==> src/rtl/core/assert_macros.svh <==
// Assertion macros used by the top level of the backlight core.
`ifndef ASSERT_MACROS_SVH
`define ASSERT_MACROS_SVH
`ifndef ASSERT_OFF
// Checked property, skipped while reset is high.
`define ASSERT_RST(name, clk, rst, prop) \
   name: assert property (@(posedge clk) disable iff (rst) prop) \
      else $error("assertion failed");
// Checked property, also during reset.
`define ASSERT_ALL(name, clk, prop) \
   name: assert property (@(posedge clk) prop) \
      else $error("assertion failed");
`else
`define ASSERT_RST(name, clk, rst, prop)
`define ASSERT_ALL(name, clk, prop)
`endif
`endif

==> src/rtl/core/bdpb_pkg.sv <==
// Package with types, codes and reset values of the backlight core.
`timescale 1ns / 1ps
`default_nettype none
package bdpb_pkg;

   // Widths.
   localparam int TIME_BITS_DEF = 64;
   localparam int REG_BITS      = 40;
   localparam int ADDR_BITS     = 2;
   localparam int CMD_BITS      = 2;
   localparam int ACT_BITS      = 3;
   localparam int STAMP_BITS    = 64;
   localparam int RSP_BITS      = 8;

   // Command codes carried in the item's user field.
   localparam logic [CMD_BITS-1:0] CMD_PRESS   = 2'd0;
   localparam logic [CMD_BITS-1:0] CMD_RELEASE = 2'd1;
   localparam logic [CMD_BITS-1:0] CMD_TICK    = 2'd2;

   // Action codes of a result item.
   localparam logic [ACT_BITS-1:0] ACT_NONE    = 3'd0;
   localparam logic [ACT_BITS-1:0] ACT_TIMED   = 3'd1;
   localparam logic [ACT_BITS-1:0] ACT_LOCKED  = 3'd2;
   localparam logic [ACT_BITS-1:0] ACT_OFF     = 3'd3;
   localparam logic [ACT_BITS-1:0] ACT_TIMEOUT = 3'd4;

   // Register indexes.
   localparam logic [ADDR_BITS-1:0] REG_DEBOUNCE = 2'd0;
   localparam logic [ADDR_BITS-1:0] REG_WINDOW   = 2'd1;
   localparam logic [ADDR_BITS-1:0] REG_HOLD     = 2'd2;

   // Register reset values in nanoseconds.
   localparam logic [REG_BITS-1:0] DEBOUNCE_RST = 40'd75000000;
   localparam logic [REG_BITS-1:0] WINDOW_RST   = 40'd1000000000;
   localparam logic [REG_BITS-1:0] HOLD_RST     = 40'd30000000000;

   // Configuration register set.
   typedef struct packed {
      logic [REG_BITS-1:0] debounce;
      logic [REG_BITS-1:0] window;
      logic [REG_BITS-1:0] hold;
   } cfg_type;

   // Control flags of the press detector.
   typedef struct packed {
      logic press_armed;
      logic release_seen;
      logic awaiting_second;
      logic toggle_turns_on;
      logic permanent_on;
      logic lit;
   } flags_type;

   localparam flags_type FLAGS_RST = '{
      press_armed:     1'b1,
      release_seen:    1'b0,
      awaiting_second: 1'b0,
      toggle_turns_on: 1'b0,
      permanent_on:    1'b0,
      lit:             1'b0
   };

endpackage
`default_nettype wire

==> src/rtl/core/bdpb_csr.sv <==
// Configuration registers of the backlight core.
`timescale 1ns / 1ps
`default_nettype none
module bdpb_csr (
   input  wire logic                          clock,
   input  wire logic                          reset,
   input  wire logic                          csr_wen,
   input  wire logic [bdpb_pkg::ADDR_BITS-1:0] csr_addr,
   input  wire logic [bdpb_pkg::REG_BITS-1:0]  csr_wdata,
   output bdpb_pkg::cfg_type                  cfg
);

   bdpb_pkg::cfg_type cfg_ff;
   bdpb_pkg::cfg_type cfg_in;

   // Write decode; an index beyond the list changes nothing.
   always_comb begin
      cfg_in = cfg_ff;
      if (csr_wen) begin
         case (csr_addr)
            bdpb_pkg::REG_DEBOUNCE: cfg_in.debounce = csr_wdata;
            bdpb_pkg::REG_WINDOW:   cfg_in.window   = csr_wdata;
            bdpb_pkg::REG_HOLD:     cfg_in.hold     = csr_wdata;
            default:                cfg_in = cfg_ff;
         endcase
      end
   end

   always_ff @(posedge clock) begin
      if (reset) begin
         cfg_ff.debounce <= bdpb_pkg::DEBOUNCE_RST;
         cfg_ff.window   <= bdpb_pkg::WINDOW_RST;
         cfg_ff.hold     <= bdpb_pkg::HOLD_RST;
      end else begin
         cfg_ff <= cfg_in;
      end
   end

   assign cfg = cfg_ff;

endmodule
`default_nettype wire

==> src/rtl/core/bdpb_eval.sv <==
// Next-state and result logic for one button or tick item.
`timescale 1ns / 1ps
`default_nettype none
module bdpb_eval #(
   parameter int TIME_BITS = bdpb_pkg::TIME_BITS_DEF
) (
   input  wire logic [bdpb_pkg::CMD_BITS-1:0] cmd,
   input  wire logic [TIME_BITS-1:0]          t,
   input  wire bdpb_pkg::cfg_type             cfg,
   input  wire bdpb_pkg::flags_type           flags,
   input  wire logic [TIME_BITS-1:0]          last_release,
   input  wire logic [TIME_BITS-1:0]          first_press,
   input  wire logic [TIME_BITS-1:0]          off_deadline,
   output bdpb_pkg::flags_type                flags_nxt,
   output logic      [TIME_BITS-1:0]          last_release_nxt,
   output logic      [TIME_BITS-1:0]          first_press_nxt,
   output logic      [TIME_BITS-1:0]          off_deadline_nxt,
   output logic      [bdpb_pkg::ACT_BITS-1:0] action
);

   // Compare width holds both a time and a register value, plus a carry.
   localparam int W = ((TIME_BITS > bdpb_pkg::REG_BITS) ? TIME_BITS : bdpb_pkg::REG_BITS) + 1;

   logic [TIME_BITS-1:0] t_max;
   logic [TIME_BITS-1:0] rel_diff;
   logic [TIME_BITS-1:0] gap;
   logic [W-1:0]         dl_sum;
   logic [TIME_BITS-1:0] dl_sat;
   logic                 stable;
   logic                 counted;
   logic                 second;
   logic                 timeout;

   assign t_max = '1;

   // Debounce: the last release must be at least the debounce time old, if any was seen.
   assign rel_diff = t - last_release;
   assign stable   = !flags.release_seen ||
                     ((t >= last_release) &&
                      (W'(rel_diff) >= W'(cfg.debounce)));
   assign counted  = flags.press_armed && stable;

   // Second press inside the window; the gap wraps around.
   assign gap    = t - first_press;
   assign second = flags.awaiting_second && (W'(gap) <= W'(cfg.window));

   // Deadline of a single press, saturated at the largest time.
   assign dl_sum = W'(t) + W'(cfg.hold);
   assign dl_sat = (dl_sum > W'(t_max)) ? t_max : dl_sum[TIME_BITS-1:0];

   assign timeout = flags.lit && !flags.permanent_on && (t >= off_deadline);

   always_comb begin
      flags_nxt        = flags;
      last_release_nxt = last_release;
      first_press_nxt  = first_press;
      off_deadline_nxt = off_deadline;
      action           = bdpb_pkg::ACT_NONE;
      case (cmd)
         bdpb_pkg::CMD_RELEASE: begin
            flags_nxt.press_armed  = 1'b1;
            flags_nxt.release_seen = 1'b1;
            last_release_nxt       = t;
         end
         bdpb_pkg::CMD_PRESS: begin
            flags_nxt.press_armed = 1'b0;
            if (counted) begin
               if (second) begin
                  flags_nxt.awaiting_second = 1'b0;
                  flags_nxt.permanent_on    = flags.toggle_turns_on;
                  flags_nxt.lit             = flags.toggle_turns_on;
                  action = flags.toggle_turns_on ? bdpb_pkg::ACT_LOCKED
                                                 : bdpb_pkg::ACT_OFF;
               end else begin
                  flags_nxt.awaiting_second = 1'b1;
                  flags_nxt.toggle_turns_on = !flags.permanent_on;
                  flags_nxt.permanent_on    = 1'b0;
                  flags_nxt.lit             = 1'b1;
                  first_press_nxt           = t;
                  off_deadline_nxt          = dl_sat;
                  action                    = bdpb_pkg::ACT_TIMED;
               end
            end
         end
         bdpb_pkg::CMD_TICK: begin
            if (timeout) begin
               flags_nxt.lit = 1'b0;
               action        = bdpb_pkg::ACT_TIMEOUT;
            end
         end
         default: action = bdpb_pkg::ACT_NONE;
      endcase
   end

endmodule
`default_nettype wire

==> src/rtl/core/button_double_press_backlight_core.sv <==
// Top level of the debounced double-press backlight core.
//
//   channel  direction  handshake             payload
//   req      in         req_tvalid/req_tready tuser[1:0] cmd, tdata[63:0] time_ns
//   rsp      out        rsp_tvalid/rsp_tready tdata[0] lit, [1] locked_on, [4:2] action
//   csr      in         csr_wen (no wait)     csr_addr register index, csr_wdata value
//
// An item is held in the input register, then its result sits in the
// output register; one item per cycle is sustained while rsp_tready is high.
// The state update and the result are one pass of compares and adds on the
// input register, so the next item sees the new state at once.
// A stalled result register holds; the input register still takes one item.
// Synchronous reset restores the register defaults and the idle detector state.
`timescale 1ns / 1ps
`default_nettype none
`include "assert_macros.svh"
module button_double_press_backlight_core #(
   parameter int TIME_BITS = bdpb_pkg::TIME_BITS_DEF
) (
   input  wire logic                            clock,
   input  wire logic                            reset,
   input  wire logic                            req_tvalid,
   output logic                                 req_tready,
   // tdata: time_ns
   input  wire logic [bdpb_pkg::STAMP_BITS-1:0] req_tdata,
   // tuser: cmd
   input  wire logic [bdpb_pkg::CMD_BITS-1:0]   req_tuser,
   output logic                                 rsp_tvalid,
   input  wire logic                            rsp_tready,
   // tdata: backlight_lit, locked_on, action, zero fill
   output logic      [bdpb_pkg::RSP_BITS-1:0]   rsp_tdata,
   input  wire logic                            csr_wen,
   input  wire logic [bdpb_pkg::ADDR_BITS-1:0]  csr_addr,
   input  wire logic [bdpb_pkg::REG_BITS-1:0]   csr_wdata
);

   bdpb_pkg::cfg_type   cfg;
   bdpb_pkg::flags_type flags_ff, flags_in, flags_nxt;

   logic                          s1_valid_ff, s1_valid_in;
   logic [bdpb_pkg::CMD_BITS-1:0] s1_cmd_ff, s1_cmd_in;
   logic [TIME_BITS-1:0]          s1_time_ff, s1_time_in;
   logic                          rsp_valid_ff, rsp_valid_in;
   logic [bdpb_pkg::RSP_BITS-1:0] rsp_data_ff, rsp_data_in;

   logic [TIME_BITS-1:0] last_release_ff, last_release_in, last_release_nxt;
   logic [TIME_BITS-1:0] first_press_ff, first_press_in, first_press_nxt;
   logic [TIME_BITS-1:0] off_deadline_ff, off_deadline_in, off_deadline_nxt;
   logic [bdpb_pkg::ACT_BITS-1:0] action;

   logic req_fire;
   logic s1_go;

   bdpb_csr u_csr (
      .clock     (clock),
      .reset     (reset),
      .csr_wen   (csr_wen),
      .csr_addr  (csr_addr),
      .csr_wdata (csr_wdata),
      .cfg       (cfg)
   );

   bdpb_eval #(.TIME_BITS(TIME_BITS)) u_eval (
      .cmd              (s1_cmd_ff),
      .t                (s1_time_ff),
      .cfg              (cfg),
      .flags            (flags_ff),
      .last_release     (last_release_ff),
      .first_press      (first_press_ff),
      .off_deadline     (off_deadline_ff),
      .flags_nxt        (flags_nxt),
      .last_release_nxt (last_release_nxt),
      .first_press_nxt  (first_press_nxt),
      .off_deadline_nxt (off_deadline_nxt),
      .action           (action)
   );

   // Handshake: the input register moves on when the result register frees up.
   assign s1_go      = s1_valid_ff && (!rsp_valid_ff || rsp_tready);
   assign req_tready = !s1_valid_ff || s1_go;
   assign req_fire   = req_tvalid && req_tready;

   // Input register.
   always_comb begin
      s1_valid_in = s1_valid_ff;
      s1_cmd_in   = s1_cmd_ff;
      s1_time_in  = s1_time_ff;
      if (req_fire) begin
         s1_valid_in = 1'b1;
         s1_cmd_in   = req_tuser;
         s1_time_in  = req_tdata[TIME_BITS-1:0];
      end else if (s1_go) begin
         s1_valid_in = 1'b0;
      end
   end

   // Detector state advances once per item leaving the input register.
   always_comb begin
      flags_in        = flags_ff;
      last_release_in = last_release_ff;
      first_press_in  = first_press_ff;
      off_deadline_in = off_deadline_ff;
      if (s1_go) begin
         flags_in        = flags_nxt;
         last_release_in = last_release_nxt;
         first_press_in  = first_press_nxt;
         off_deadline_in = off_deadline_nxt;
      end
   end

   // Result register.
   always_comb begin
      rsp_valid_in = rsp_valid_ff;
      rsp_data_in  = rsp_data_ff;
      if (s1_go) begin
         rsp_valid_in = 1'b1;
         rsp_data_in  = {3'b000, action, flags_nxt.permanent_on, flags_nxt.lit};
      end else if (rsp_tready) begin
         rsp_valid_in = 1'b0;
      end
   end

   always_ff @(posedge clock) begin
      if (reset) begin
         s1_valid_ff     <= 1'b0;
         rsp_valid_ff    <= 1'b0;
         flags_ff        <= bdpb_pkg::FLAGS_RST;
         last_release_ff <= '0;
         first_press_ff  <= '0;
         off_deadline_ff <= '0;
      end else begin
         s1_valid_ff     <= s1_valid_in;
         rsp_valid_ff    <= rsp_valid_in;
         flags_ff        <= flags_in;
         last_release_ff <= last_release_in;
         first_press_ff  <= first_press_in;
         off_deadline_ff <= off_deadline_in;
      end
   end

   always_ff @(posedge clock) begin
      s1_cmd_ff   <= s1_cmd_in;
      s1_time_ff  <= s1_time_in;
      rsp_data_ff <= rsp_data_in;
   end

   assign rsp_tvalid = rsp_valid_ff;
   assign rsp_tdata  = rsp_data_ff;

   // A locked backlight is always lit.
   `ASSERT_RST(a_locked_lit, clock, reset, flags_ff.permanent_on |-> flags_ff.lit)
   // A full input register behind a stalled result takes no item.
   `ASSERT_RST(a_stall_blocks, clock, reset,
      (s1_valid_ff && rsp_valid_ff && !rsp_tready) |-> !req_tready)
   // A timeout result reports the light off.
   `ASSERT_RST(a_timeout_dark, clock, reset,
      (rsp_tvalid && (rsp_tdata[4:2] == bdpb_pkg::ACT_TIMEOUT)) |-> !rsp_tdata[0])
   // A lock result reports the light locked and lit.
   `ASSERT_RST(a_lock_lit, clock, reset,
      (rsp_tvalid && (rsp_tdata[4:2] == bdpb_pkg::ACT_LOCKED)) |-> (rsp_tdata[1] && rsp_tdata[0]))
   // Waiting for a second press starts only on a press item.
   `ASSERT_RST(a_wait_from_press, clock, reset,
      $rose(flags_ff.awaiting_second) |->
         ($past(s1_go) && ($past(s1_cmd_ff) == bdpb_pkg::CMD_PRESS)))

endmodule
`default_nettype wire
==> config.mk <==
export PLATFORM = sky130hd
export DESIGN_NAME = button_double_press_backlight_core
export DESIGN_NICKNAME = d
export VERILOG_FILES = /design/src/rtl/core/bdpb_pkg.sv /design/src/rtl/core/bdpb_csr.sv /design/src/rtl/core/bdpb_eval.sv /design/src/rtl/core/button_double_press_backlight_core.sv
export VERILOG_INCLUDE_DIRS = /design/src /design/src/rtl/core
export SDC_FILE = /design/constraint.sdc
export NUM_CORES = 1
export LEC_CHECK = 0
export BUFFER_PORTS_ARGS = -buffer_cell sky130_fd_sc_hd__buf_2
export CAP_MARGIN = 5
export CORE_ASPECT_RATIO = 0.8
export CORE_MARGIN = 2
export CORE_UTILIZATION = 50
export CTS_CLUSTER_SIZE = 16
export DETAILED_ROUTE_END_ITERATION = 8
export PLACE_DENSITY = 0.73
export SLEW_MARGIN = 20
export SYNTH_ARGS = -nofsm -noshare
export SYNTH_HDL_FRONTEND = slang
export SYNTH_HIERARCHICAL = 1
export SYNTH_SLANG_ARGS = --single-unit
==> constraint.sdc <==
create_clock -name clock -period 8.35 [get_ports clock]
set_clock_uncertainty 0.15 [all_clocks]
set_input_delay 1.2525 -clock clock [delete_from_list [all_inputs] [get_ports clock]]
set_output_delay 1.2525 -clock clock [all_outputs]
set_load 0.05 [all_outputs]
==> flow_summary.ini, run 1 <==
[cells_and_area]
final_nets = 4595
area_growth_pct = 7.68
fin_area_um2 = 37100
layout-drive-gt1-share_pct = 9.70

[floorplan]
chipWidth_um = 298
initial_utilization_pct = 50.3
core-area_um2 = 68500
design.portCount = 123
num_rows = 86
die_h_um = 239
die-area_um2 = 71100

[clock_tree]
cts_sinks = 391
postCtsResizedCells = 0
worstSkewPairLatency_ns = 0.61
cts_tree = yes
cts.reportedPaths.clkPinSlew_ns = 0.07
cts_buffer_depth = 3
clock-root-buffer = sky130_fd_sc_hd__clkbuf_16
cts-hold-fix-buffers = 0
cts-buffers-inserted = 46
cts_post_setup_buffers_inserted = 0
htree_num_levels = 2

[power_and_ir_drop]
design_power_total_w = 0.00576
power.density_cell_area_nw_per_um2 = 155
leakage_component_of_the_power_nw = 14.8
worst_ir_drop_vdd_uv = 174

[synth]
synth-async-reset-ratio_pct = 0
ys_seq_elements = 391
ys_seq_area_share_pct = 24.8
ys_warn_count = 6
syn-instance-count = 4162
synth_ff_type = sky130_fd_sc_hd__dfxtp_1
synth_cell_type_count = 96
netlist_area_um2 = 34500
synth_enable_flop_cells = 71
postSynthAreaPerCell_um2 = 8.28

[routing]
routed_wirelength_um = 104000
detailroute.via_count = 30300
drt-vias-per-instance = 5.90
detailedRoute.firstPassIterationCount = 6
routed_wire_length_per_instance_um = 20.3
count_of_routing_violations_after_the_opening_detailed_route_iteration = 3353
residual_drc_count = 0
detail-route-antenna-nets = 0

[worst_setup_path]
start_kind = flip-flop
worstPathRequired_ns = 8.66
crit_type = flip-flop to flip-flop
critical_path.max_fanout = 25
critPathArrivalTime_ns = 7.68
worstSetupEndpointType = flip-flop

[sta]
layout_min_cycle_time_ns = 7.38
slew-limit-headroom_pct = 19.2
setup_violations = 0
finalHoldViolations = 0
final_min_period_over_clock_period_pct = 88.3
rsz0062_at_grt = no
report.final.slew_viol_count = 0
timing.setup.tns_ns = 0
final.hold.worst_slack_ns = 0.322
max_clk_rate_ghz = 0.136
worst-slew-pin-transition_ns = 1.20
fin_ws_ns = 0.973

[grt]
globalRouteTotalUtil_pct = 28.1
wire_length_of_the_first_global_routing_pass_um = 158000
first_global_vias = 27800
number_of_antenna_violations_at_the_first_check_in_global_routing = 0
gr-usage-met2_pct = 39.0
grt-ovfl-total = 0
met1_usage_grt_pct = 42.8
met3_usage_pct = 6.52
most_crowded_layer_after_global_routing = met1
grt_start_max_net_pins = 204

[place]
post-place-ws_ns = 1.08
port_buffers = 119
placement_stage_cell_area_um2 = 35500
gp_congestion = 1.02
place_hpwl_um = 79500

[hold_path]
class_of_the_tightest_hold_or_removal_check = flip-flop to flip-flop

[outcome]
status = completed

[flow_run]
cap_viol_max_count = 0
layout by cell type (no fill, tap or decap), types with 46 or more instances in the layout:
cell | Yosys | final
sky130_fd_sc_hd__nor2_1 | 231 | 231
sky130_fd_sc_hd__dfxtp_1 | 320 | 320
sky130_fd_sc_hd__nand4_1 | 93 | 93
sky130_fd_sc_hd__nand3_1 | 55 | 55
sky130_fd_sc_hd__o21ai_0 | 222 | 222
sky130_fd_sc_hd__a21o_1 | 79 | 79
sky130_fd_sc_hd__a21oi_1 | 278 | 277
sky130_fd_sc_hd__nand2b_1 | 538 | 538
sky130_fd_sc_hd__o21a_1 | 46 | 46
sky130_fd_sc_hd__xnor2_1 | 72 | 72
sky130_fd_sc_hd__xor2_1 | 68 | 68
sky130_fd_sc_hd__buf_2 | 40 | 118
sky130_fd_sc_hd__edfxtp_1 | 71 | 71
sky130_fd_sc_hd__clkbuf_16 | 0 | 47
sky130_fd_sc_hd__mux2i_1 | 340 | 340
sky130_fd_sc_hd__nand2_1 | 338 | 338
sky130_fd_sc_hd__ha_1 | 311 | 311
sky130_fd_sc_hd__inv_1 | 312 | 312
sky130_fd_sc_hd__mux2_4 | 100 | 100
sky130_fd_sc_hd__nor3_1 | 46 | 46
where the power goes:
| part | total (W) | internal (W) | switching (W) |
|---|---|---|---|
| clock | 0.00220 | 0.00131 | 0.000890 |
| combinational | 0.00149 | 0.000609 | 0.000881 |
| sequential | 0.00207 | 0.00199 | 0.0000805 |
critical path, cell delays in order (launching register included):
cell and delay, ns:
sky130_fd_sc_hd__edfxtp_1 0.64, sky130_fd_sc_hd__ha_1 0.53, sky130_fd_sc_hd__nand2_1 0.20, sky130_fd_sc_hd__o21ai_0 0.64, sky130_fd_sc_hd__a21oi_1 0.16, sky130_fd_sc_hd__o21ai_0 0.10
sky130_fd_sc_hd__buf_4 0.18, sky130_fd_sc_hd__a21oi_1 0.11, sky130_fd_sc_hd__o21ai_0 0.39, sky130_fd_sc_hd__nand2b_1 0.10, sky130_fd_sc_hd__nand2_1 0.10, sky130_fd_sc_hd__xor2_1 0.15
sky130_fd_sc_hd__ha_1 0.27, sky130_fd_sc_hd__and3_1 0.15, sky130_fd_sc_hd__nand4_1 0.16, sky130_fd_sc_hd__nor4_1 0.14, sky130_fd_sc_hd__nand2_1 0.11, sky130_fd_sc_hd__a21oi_1 0.12
sky130_fd_sc_hd__a311o_1 0.39, sky130_fd_sc_hd__a2111oi_0 0.40, sky130_fd_sc_hd__nand4_1 0.14, sky130_fd_sc_hd__or4_4 0.59, sky130_fd_sc_hd__nand2_4 0.13, sky130_fd_sc_hd__a21o_4 0.18
sky130_fd_sc_hd__buf_4 0.48, sky130_fd_sc_hd__mux2_4 0.34, sky130_fd_sc_hd__nand2b_1 0.07, sky130_fd_sc_hd__mux2i_1 0.07
layer usage:
metal,vias to the layer above,part of all wire (%),wire (µm)
met1,14300,48,50100
met2,1272,39,40300
met3,149,10,10900
met4,0,2.5,2650
li1,14600,-,-
met5,-,0,0
path summary, 6_finish.rpt:
path                       start                  end  slack, ns  cells after the start
max reg2reg       s1_time_ff[11]  off_deadline_ff[43]       0.97                     27
min          last_release_ff[57]  last_release_ff[57]       0.32                      2
min reg2reg  last_release_ff[57]  last_release_ff[57]       0.32                      2
max               s1_time_ff[11]  off_deadline_ff[43]       0.97                     27
metrics by stage:
stage / instances / util (%)
after floorplan: 4164 / -
after global placement: 5044 / 51.7
after detailed placement: 5044 / 51.7
after CTS: 5130 / 54.1
after global routing: 5130 / 54.1
final: 5131 / 54.1
flip-flops by register name, indices dropped and copies added, names as in the netlist:
register / count
u_csr/cfg: 120
first_press_ff: 64
last_release_ff: 64
off_deadline_ff: 64
s1_time_ff: 64
flags_ff: 6
rsp_tdata: 5
s1_cmd_ff: 2
rsp_tvalid: 1
s1_valid_ff: 1
layout make-up:
class	instances	area [µm²]
sequential	391	8540
fill	6281	31400
clock inverter	24	334
tap	924	1160
multi-input combinational	3249	23600
inverter	312	1170
clock buffer	62	1320
timing repair buffer	168	1020
antenna	1	2.50
cells in the mapped netlist, drive strengths merged, types with 16 or more instances:
cell type | number | area, µm²
nand2b | 538 | 3370
mux2i | 340 | 3400
nand2 | 340 | 1290
dfxtp | 320 | 6410
inv | 312 | 1170
ha | 311 | 3890
a21oi | 278 | 1390
nor2 | 231 | 867
o21ai | 228 | 1140
clkbuf | 124 | 469
mux2 | 124 | 1770
nand4 | 94 | 594
buf | 88 | 766
a21o | 80 | 608
xnor2 | 72 | 631
edfxtp | 71 | 2130
xor2 | 68 | 596
nand3 | 55 | 275
nor3 | 46 | 230
o21a | 46 | 345
o211ai | 36 | 270
nor2b | 35 | 226
o21bai | 27 | 203
a211oi | 26 | 195
and3 | 20 | 125
nor4 | 16 | 115
kinds of logic after synthesis:
family,count (synthesis),share of synthesized area [%]
xor gates and xnor gates,140,3.56
DFF,391,24.8
other,1,0.0109
muxes,464,15.0
adders and majority gates,314,11.5
and+or+nand+nor,1457,22.4
buffers and inverters,524,6.98
AOI/OAI and AO/OA,871,15.8
Note: power is estimated with default switching activity, not from simulation.
==> run 2: changes to the inputs <==
--- a/config.mk
+++ b/config.mk
@@ -8,12 +8,14 @@
 export LEC_CHECK = 0
 export BUFFER_PORTS_ARGS = -buffer_cell sky130_fd_sc_hd__buf_2
 export CAP_MARGIN = 5
+export CELL_PAD_IN_SITES_DETAIL_PLACEMENT = 1
+export CELL_PAD_IN_SITES_GLOBAL_PLACEMENT = 1
 export CORE_ASPECT_RATIO = 0.8
 export CORE_MARGIN = 2
-export CORE_UTILIZATION = 50
+export CORE_UTILIZATION = 49
 export CTS_CLUSTER_SIZE = 16
 export DETAILED_ROUTE_END_ITERATION = 8
-export PLACE_DENSITY = 0.73
+export PLACE_DENSITY = 0.88
 export SLEW_MARGIN = 20
 export SYNTH_ARGS = -nofsm -noshare
 export SYNTH_HDL_FRONTEND = slang
==> run 2 against run 1 <==
  * Critical path depth shrank 2
  * Combinational power is 9% higher
  * Highest routed layer is now met5
  * Die area up 2.0%
  * Design area about the same
  * Critical path type unchanged
==> flow_summary.ini, run 2 (synthesis results as in run 1) <==
[place]
post-place-cells = 5054
gp_congestion = 1.01
port_buffers = 119
place_hpwl_um = 97300

[outcome]
status = completed

[routing]
detailedRoute.firstPassIterationCount = 6
routed_wl_met2_um = 56000
residual_drc_count = 0
routed_wirelength_um = 134000
detailroute.via_count = 33000
drt-vias-per-instance = 6.42
detail-route-antenna-nets = 0
routed_wire_length_per_instance_um = 26.0
top_layer_in_use = met5
drt-met1-wl_um = 57300
count_of_routing_violations_after_the_opening_detailed_route_iteration = 3719
met3_routed_wirelength_um = 14900

[floorplan]
chipWidth_um = 301
core-area_um2 = 69200
die-area_um2 = 72500
initial_utilization_pct = 49.8
die_h_um = 241
num_rows = 86
design.portCount = 123

[clock_tree]
cts-hold-fix-buffers = 0
cts.reportedPaths.clkPinSlew_ns = 0.06
cts_tree = yes
cts-buffers-inserted = 46
postCtsResizedCells = 0
cts_post_setup_buffers_inserted = 0
cts_buffer_depth = 3
worstSkewPairLatency_ns = 0.62
clock-root-buffer = sky130_fd_sc_hd__clkbuf_16
htree_num_levels = 2
cts_sinks = 391

[cells_and_area]
final_nets = 4605
layoutNonFillerInstCount = 5139
number_of_fill_cells = 8332
layout_commonest_cell = sky130_fd_sc_hd__nand2b_1
area_growth_pct = 7.72
leading_cell_types_in_the_layout_fill_and_taps_excluded = 538 x sky130_fd_sc_hd__nand2b_1, 340 x sky130_fd_sc_hd__mux2i_1, 338 x sky130_fd_sc_hd__nand2_1
layout-drive-gt1-share_pct = 9.87
number_of_flip_flops_under_the_largest_register_name = 120

[power_and_ir_drop]
power.density_cell_area_nw_per_um2 = 158
worst_ir_drop_vdd_uv = 172
leakage_component_of_the_power_nw = 14.9

[worst_setup_path]
ff2ff_setup_slack_ns = 0.33
crit_type = flip-flop to flip-flop
timing.rr.start = s1_time_ff[25]
critical_path.max_fanout = 17
worstPathRequired_ns = 8.67
worstSetupEndpointType = flip-flop
r2r_end = off_deadline_ff[43]
start_kind = flip-flop
rr_worst_depth = 25
critPathArrivalTime_ns = 8.34

[sta]
timing.setup.tns_ns = 0
setup_violations = 0
final_min_period_over_clock_period_pct = 96.1
report.final.slew_viol_count = 0
rsz0062_at_grt = no
slew-limit-headroom_pct = 17.8
worst-slew-pin-transition_ns = 1.23
layout_min_cycle_time_ns = 8.02
finalHoldViolations = 0
max_clk_rate_ghz = 0.125

[hold_path]
class_of_the_tightest_hold_or_removal_check = flip-flop to flip-flop
timing.hold.worst.start = last_release_ff[49]
min_path_cells = 2
worst_hold_path.endpoint = last_release_ff[49]

[grt]
grt_start_max_net_pins = 265
number_of_antenna_violations_at_the_first_check_in_global_routing = 4
grt-ovfl-total = 0
wire_length_of_the_first_global_routing_pass_um = 201000
globalRouteTotalUtil_pct = 35.8
first_global_vias = 33800

[flow_run]
cap_viol_max_count = 0
run 2: changes by cell type in the layout (fill, tap and decap cells not counted), moves of 2 or more:
cell                        change
sky130_fd_sc_hd__clkbuf_8       -3
sky130_fd_sc_hd__bufinv_16      -3
sky130_fd_sc_hd__inv_6          -2
sky130_fd_sc_hd__buf_12         +3
sky130_fd_sc_hd__inv_4          +4
sky130_fd_sc_hd__buf_4          +7
sky130_fd_sc_hd__clkinv_2       -2
sky130_fd_sc_hd__clkinv_4       +2
run 2: worst max-delay path, stage by stage, from the launching register on:
cell                        delay, ns
sky130_fd_sc_hd__edfxtp_1        0.63
sky130_fd_sc_hd__ha_1            0.54
sky130_fd_sc_hd__nand4_1         0.22
sky130_fd_sc_hd__nor4_1          0.52
sky130_fd_sc_hd__nand2_1         0.16
sky130_fd_sc_hd__a2111oi_2       0.82
sky130_fd_sc_hd__nor2_1          0.24
sky130_fd_sc_hd__nor2_1          0.15
sky130_fd_sc_hd__nor2_1          0.06
sky130_fd_sc_hd__xnor2_1         0.13
sky130_fd_sc_hd__ha_1            0.30
sky130_fd_sc_hd__and3_1          0.20
sky130_fd_sc_hd__nand4_1         0.16
sky130_fd_sc_hd__nor4_1          0.16
sky130_fd_sc_hd__nand2_1         0.15
sky130_fd_sc_hd__a21oi_1         0.15
sky130_fd_sc_hd__a311o_1         0.39
sky130_fd_sc_hd__a2111oi_0       0.48
sky130_fd_sc_hd__nand4_1         0.17
sky130_fd_sc_hd__or4_4           0.60
sky130_fd_sc_hd__nand2_4         0.16
sky130_fd_sc_hd__a21o_4          0.42
sky130_fd_sc_hd__buf_4           0.33
sky130_fd_sc_hd__mux2_4          0.33
sky130_fd_sc_hd__nand2b_1        0.12
sky130_fd_sc_hd__mux2i_1         0.10
run 2: power by group:
group | internal [W] | switching, W
clock | 0.00122 | 0.000958
sequential | 0.00199 | 0.0000887
combinational | 0.000625 | 0.000991
total | 0.00383 | 0.00204
run 2: how the worst max path moves through the flow:
stage	depth (start not counted)	slack (ns)	end	startpoint
floorplan	27	2.32	off_deadline_ff[19]	s1_time_ff[3]
global placement	25	0.78	off_deadline_ff[18]	s1_time_ff[25]
detailed placement	25	0.66	off_deadline_ff[7]	s1_time_ff[25]
CTS	26	0.56	off_deadline_ff[43]	s1_time_ff[3]
global route	26	0.11	off_deadline_ff[51]	s1_time_ff[3]
finish	25	0.33	off_deadline_ff[43]	s1_time_ff[25]
run 2: final cells by class:
| cell class | instances | area, µm² | area share (%) |
|---|---|---|---|
| Tap cell | 924 | 1160 | 3.11 |
| Clock inverter | 22 | 241 | 0.650 |
| Clock buffer | 62 | 1320 | 3.55 |
| Sequential cell | 391 | 8540 | 23.0 |
| Antenna cell | 1 | 2.50 | 0.00674 |
| Timing Repair Buffer | 178 | 1140 | 3.06 |
| Multi-Input combinational cell | 3249 | 23600 | 63.5 |
| Inverter | 312 | 1170 | 3.15 |
run 2: through the flow:
stage | area [µm²] | power, W | utilization (%) | hold WS, ns | worst slack (ns)
after floorplan | 34500 | 0.00317 | - | 0.299 | 2.32
after global placement | 35600 | 0.00355 | 51.4 | 0.308 | 0.784
after detailed placement | 35600 | 0.00362 | 51.4 | 0.316 | 0.662
after CTS | 37100 | 0.00581 | 53.7 | 0.330 | 0.558
after global routing | 37100 | 0.00605 | 53.7 | 0.353 | 0.105
final | 37100 | 0.00587 | 53.7 | 0.326 | 0.330
run 2: metal layers:
metal  global-route usage (%)  vias to the layer above
met4                     14.7                        6
met2                     53.6                     1717
met3                     7.95                      333
li1                         -                    14600
met1                     49.6                    16400
met5                        0                        -
